==> config.mk <==
export PLATFORM = sky130hd
export DESIGN_NAME = cht_ctrl
export DESIGN_NICKNAME = d
export VERILOG_FILES = /design/src/cht_pkg.sv /design/src/cht_ctrl.sv
export SDC_FILE = /design/constraint.sdc
export NUM_CORES = 1
export LEC_CHECK = 0
export ABC_AREA = 0
export BUFFER_PORTS_ARGS = -buffer_cell sky130_fd_sc_hd__buf_2
export CAP_MARGIN = 20
export CELL_PAD_IN_SITES_DETAIL_PLACEMENT = 0
export CELL_PAD_IN_SITES_GLOBAL_PLACEMENT = 1
export CORE_AREA = 5 5 42 44
export DETAILED_ROUTE_END_ITERATION = 10
export DIE_AREA = 0 0 47 49
export PLACE_DENSITY_LB_ADDON = 0.1
export SLEW_MARGIN = 20
export SYNTH_ARGS = -nofsm -noshare
export SYNTH_HDL_FRONTEND = slang
export SYNTH_SLANG_ARGS = --single-unit
==> constraint.sdc <==
create_clock -name clk -period 1.8 [get_ports clk]
set_clock_uncertainty 0.05 [all_clocks]
set_input_delay 0 -clock clk [delete_from_list [all_inputs] [get_ports clk]]
set_output_delay 0 -clock clk [all_outputs]
set_load 0.03 [all_outputs]
==> src/cht_pkg.sv <==
package cht_pkg;

	// Command codes of an input word.
	localparam logic [1:0] CMD_INSERT = 2'd0;
	localparam logic [1:0] CMD_LOOKUP = 2'd1;
	localparam logic [1:0] CMD_READ   = 2'd2;

	// Multipliers of the murmur3 32-bit finalizer.
	localparam logic [31:0] FMIX_C1 = 32'h85ebca6b;
	localparam logic [31:0] FMIX_C2 = 32'hc2b2ae35;

	localparam logic [31:0] COUNT_MAX = 32'hffffffff;

	// Controller to datapath commands.
	typedef struct packed {
		logic clr_step;
		logic load;
		logic hash_a;
		logic hash_b;
		logic row_load;
		logic mem_rd;
		logic finish;
	} cht_ctl_t;

	// Datapath to controller status.
	typedef struct packed {
		logic clr_last;
		logic out_free;
	} cht_sts_t;

endpackage

==> src/cht_ctrl.sv <==
module cht_ctrl (
	input  logic             clk,
	input  logic             arst_n,
	input  logic             in_valid,
	output logic             in_stall,
	input  cht_pkg::cht_sts_t sts,
	output cht_pkg::cht_ctl_t ctl
);
	import cht_pkg::*;

	typedef enum logic [2:0] {
		ST_CLEAR,
		ST_IDLE,
		ST_HASH_A,
		ST_HASH_B,
		ST_ROW,
		ST_READ,
		ST_RESP
	} state_t;

	state_t state_q;

	always_ff @(posedge clk or negedge arst_n) begin
		if (!arst_n) begin
			state_q <= ST_CLEAR;
		end else begin
			case (state_q)
				ST_CLEAR: begin
					if (sts.clr_last) state_q <= ST_IDLE;
				end
				ST_IDLE: begin
					if (in_valid) state_q <= ST_HASH_A;
				end
				ST_HASH_A: state_q <= ST_HASH_B;
				ST_HASH_B: state_q <= ST_ROW;
				ST_ROW: state_q <= ST_READ;
				ST_READ: state_q <= ST_RESP;
				ST_RESP: begin
					if (sts.out_free) state_q <= ST_IDLE;
				end
				default: state_q <= ST_CLEAR;
			endcase
		end
	end

	assign in_stall     = (state_q != ST_IDLE);
	assign ctl.clr_step = (state_q == ST_CLEAR);
	assign ctl.load     = (state_q == ST_IDLE) && in_valid;
	assign ctl.hash_a   = (state_q == ST_HASH_A);
	assign ctl.hash_b   = (state_q == ST_HASH_B);
	assign ctl.row_load = (state_q == ST_ROW);
	assign ctl.mem_rd   = (state_q == ST_READ);
	assign ctl.finish   = (state_q == ST_RESP) && sts.out_free;

endmodule

==> metrics, run 1 <==
initial DRC count 1; worst setup path start state_q[2]; Syn Inst Count 27; CTS root buffer clkbuf_4; Port Buffers 12; P_leak 0.180 nW; RSZ-0062 raised after global routing no; num rows 14; Post-synth EDFFs 0; # resized after CTS 0; Worst path slowest cell dfrtp_1; crit path capture type primary output; area leader, netlist dfrtp_1; Die Y 49 um; CP arrival 1250 ps; worst reg-to-reg setup slack 670 ps; die width 47 um; area grow syn2layout 40.7%; core outline area 1400 um^2; placer congestion estimate 0.634; Crit path max-delay family flip-flops; asr flop ratio synth 1.00; TritonCTS Buffers 3; layout cell share with drive strength beyond 1 0.405; final number of setup-violating endpoints 0; Yosys cell types 15; CTS clk-pin slew, worst paths 40 ps; Synth Register Bits 3; Top FF cell, synth dfrtp_1; number of flip-flops under the largest register name 3; Rel. slew slack 0.735; wire per inst 10.2 um; initial core utilization 0.169; Worst VDD drop 0.538 mV; # diodes 0; Avg Cell Area, Syn 8.76 um^2; pwr/cell area 2000 nW/um^2; FF-to-FF End state_q[0]; crit path capture ctl[5]; status complete, no violations; via count 235; top-count cell post-synth o21ai_1; Mapped Area 236 um^2; post-synthesis sequential area ratio 0.317; endpoints failing hold 0; vias per cell 4.05; Yosys top cell area share 0.317; instance count on the critical path 3; clk_lat worst skew 230 ps; synth top area cells dfrtp_1, nor3b_2, buf_6; DRC violations left 0; crit share post-route 0.722; most frequent cells after synthesis o21ai_1, dfrtp_1, nand2_1; # IOs 13; GRT Residual Overflow 0; Buf/Inv on CP 1; initial antenna violation count 0; Antenna Nets Post-Route 0; nets 48; min Tclk post-route 1300 ps; GRT Overall Usage 0.0565; Setup TNS Final 0 ps; CP Launch Type register; Regs by FF count state_q: 3 flops; Clock Tree Buf Depth 2; number of clock sinks 3; synthesized net count 32; Worst Setup Path Type reg -> out; largest net degree at the start of global routing 15; max-cap check violation count 0; CP max stage delay 490 ps; crit-path cells nor2_1 -> and3_1 -> buf_2; final WL 593 um; global-route wire length before repair 972 um; dpl hpwl 435 um; Min-Delay Path Class in -> reg; Worst Reg-to-Reg Cells 2; Synth warnings 0; TritonRoute pass-1 iters 2; fmax 0.769 GHz; Worst Path Max Fanout 12; vias in the first global route 233; Slew Limit Fails 0; Most flops, register state_q; Worst-Margin Slew 397 ps; Critical Path RT 1750 ps; RR Startpoint state_q[2]; H-tree Lvls 1; full die area 2300 um^2; CTS tree yes; Worst Hold Slack 8.30 ps
how the worst min path moves through the flow:
stage,startpoint,to,slack [ps],cells past startpoint
after floorplan,arst_n,state_q[0],-350,0
after detailed placement,arst_n,state_q[2],-250,1
after global routing,in_valid,state_q[0],40,4
after CTS,in_valid,state_q[0],2,4
after global placement,arst_n,state_q[2],-250,1
final,in_valid,state_q[0],8,4
power by group:
part | total, W | switching, W | internal (W)
clock | 0.000117 | 0.0000338 | 0.0000830
combinational | 0.000345 | 0.000212 | 0.000133
sequential | 0.000205 | 0.000105 | 0.000100
total | 0.000667 | 0.000351 | 0.000316
layout by cell type, fill, tap and decap left out:
master	instances
nand2_1	3
and3_1	1
nor3b_2	2
o41ai_1	1
clkbuf_1	1
dlygate4sd3_1	2
clkbuf_4	3
and3b_1	1
and4b_1	1
a21o_1	2
buf_2	12
inv_1	1
nor3_1	1
a21oi_1	2
o21ai_1	4
dfrtp_1	3
nor2_1	2
layer usage:
layer  GRT usage  wire [um]  vias to the layer above
met5           0          0                        -
li1            -          -                      125
met1      0.0642        254                      101
met4      0.0415          0                        0
met2      0.0882        256                        9
met3      0.0111         81                        0
logic make-up after synthesis:
logic type | Yosys count | synth area share
simple gates | 11 | 0.312
buf+inv | 4 | 0.143
flops | 3 | 0.317
compound gates | 9 | 0.228
layout make-up:
cell class	instances	area, um^2
multi-input cells	20	128
well taps	16	20.0
repair buffers	14	80.1
inverters	1	3.75
fillers	159	1070
clock buffers	4	26.3
flip-flops and latches	3	75.1
per-stage QoR:
stage,total power (W),util,cell area (um^2),cells,worst slack (ps)
6_report,0.000667,0.238,333,58,500
5_1_grt,0.000735,0.238,333,58,357
3_5_place_dp,0.000556,0.204,287,52,649
3_3_place_gp,0.000557,0.204,287,52,664
4_1_cts,0.000684,0.238,333,58,474
2_1_floorplan,0.000508,-,236,27,514
timing repair:
action | in CTS | in global routing
setup buffers | 0 | 0
setup endpoints to repair | 0 | 0
hold endpoints to repair | 4 | 0
hold buffers | 2 | 0
worst register-to-register path: cells and delay by family, from the launching register on:
| kind | cells | cell delay (ps) |
|---|---|---|
| compound gates | 2 | 460 |
| flops | 1 | 490 |
No activity file was read; power rests on OpenSTA's default activity.
==> run 2: changes to the inputs <==
Clock period 1.8 ns to 1.2 ns, I/O delays scaled along.
==> metrics, run 2 (synthesis gave the netlist of run 1 again) <==
Tot Pwr 0.00154 W (+130%); P_leak 0.244 nW (+35%); layout cell share with drive strength beyond 1 0.686 (+0.282); setup ws final -25.3 ps (-525 ps); FF+latch area 78.8 um^2 (+5.0%); core outline area 1400 um^2 (unchanged); Setup TNS Final -42.3 ps (-42.3 ps); vias in the first global route 288 (+24%); crit share post-route 1.02; Worst VDD drop 1.04 mV (+93%); failing checks setup timing; # fillers 151 (-5.0%); most frequent cells in the layout buf_4, buf_6, buf_2; Worst Setup Path Type reg -> out; Worst Reg-to-Reg Cells 3 (+1); CP arrival 1180 ps (-70 ps); DRC violations left 0 (unchanged); Die Y 49 um (unchanged); min Tclk post-route 1230 ps; number of clock sinks 3 (unchanged); num rows 14 (unchanged); pwr/cell area 3130 nW/um^2 (+56%); Worst-Margin Slew 260 ps (-138 ps); via count 283 (+20%); max-cap check violation count 0 (unchanged); Clock Tree Buf Depth 2 (unchanged); GRT Overall Usage 0.0762 (+0.0197); # diodes 0 (unchanged); final number of setup-violating endpoints 4 (+4); CTS root buffer clkbuf_4; endpoints failing hold 0 (unchanged); GRT Residual Overflow 0 (unchanged); CTS clk-pin slew, worst paths 30 ps (about the same); dpl hpwl 484 um (+11%); CP Launch Type register; Worst Path Max Fanout 5 (-7); Regs by FF count state_q: 3 flops; nets 57 (+19%); Multi-input gate area 160 um^2 (+25%); worst hold stages 4 (unchanged); full die area 2300 um^2 (unchanged); wire per inst 12.1 um (+18%); number of flip-flops under the largest register name 3 (unchanged); clk_lat worst skew 230 ps (about the same); largest net degree at the start of global routing 10 (-5); Rel. slew slack 0.826 (+0.0911); initial core utilization 0.169 (unchanged); die width 47 um (unchanged); initial antenna violation count 0 (unchanged); placer congestion estimate 0.660 (+4.2%); TritonRoute pass-1 iters 1 (-1); Critical Path RT 1150 ps (-600 ps); status complete, but fails checks; Port Buffers 12 (unchanged); initial DRC count 0 (-1); global-route wire length before repair 1.23 mm (+26%); fmax 0.816 GHz; vias per cell 4.22 (+4.2%); commonest non-fill, non-tap cell in the layout buf_4; Antenna Nets Post-Route 0 (unchanged); RSZ-0062 raised after global routing yes; H-tree Lvls 1 (unchanged); Slew Limit Fails 0 (unchanged); TritonCTS Buffers 3 (unchanged); Min-Delay Path Class in -> reg; # IOs 13 (unchanged); area grow syn2layout 107%; final WL 809 um (+36%); crit path capture type primary output; Most flops, register state_q; CTS tree yes
## run 2: critical path, stage by stage, from the launching register on
cell and delay (ps):
dfrtp_2 430, buf_6 140, and4b_1 250, buf_6 130
## run 2: path summary, 6_finish.rpt
path / start / endpoint / slack [ps]
hold reg to reg: state_q[0] / state_q[1] / 550
setup reg to reg: state_q[1] / state_q[0] / 0
setup / recovery: state_q[0] / ctl[0] / -30
min in group asynchronous: arst_n / state_q[2] / 50
hold / removal: in_valid / state_q[0] / 30
max in group asynchronous: arst_n / state_q[1] / 930
## run 2: layout make-up
class                      count  area share
clock buffer                   4      0.0536
multi-input combinational     20       0.327
timing repair buffer          23       0.411
inverter                       1     0.00765
tap                           16      0.0408
sequential                     3       0.161
## run 2: power breakdown
group / total [W] / internal (W) / switching, W
clock network: 0.000174 / 0.000124 / 0.0000492
registers: 0.000254 / 0.000162 / 0.0000915
logic: 0.00111 / 0.000564 / 0.000544
## run 2: what timing repair did
item,in CTS,in global routing
gates cloned,0,0
hold endpoints to repair,3,0
buffers inserted,4,3
hold buffers,1,0
pin swaps,0,2
resized for setup,11,13
endpoints found under the setup margin,8,8
## run 2: stage by stage
step | cell area [um^2] | worst slack [ps] | hold WS [ps] | utilization | instances
6_report | 490 | -25.3 | 31.3 | 0.350 | 67
5_1_grt | 490 | -73.0 | 49.6 | 0.350 | 67
4_1_cts | 428 | -42.0 | 3.67 | 0.305 | 64
3_5_place_dp | 329 | 57.4 | -252 | 0.235 | 55
3_3_place_gp | 329 | 74.7 | -254 | 0.235 | 55
2_1_floorplan | 244 | 125 | -346 | - | 27
## run 2: routing by layer
| metal | wire length, um | up-vias | global-route usage |
|---|---|---|---|
| li1 | - | 142 | - |
| met2 | 426 | 11 | 0.120 |
| met1 | 313 | 128 | 0.0817 |
| met3 | 50 | 2 | 0.0111 |
| met4 | 18 | 0 | 0.0691 |
| met5 | 0 | - | 0 |
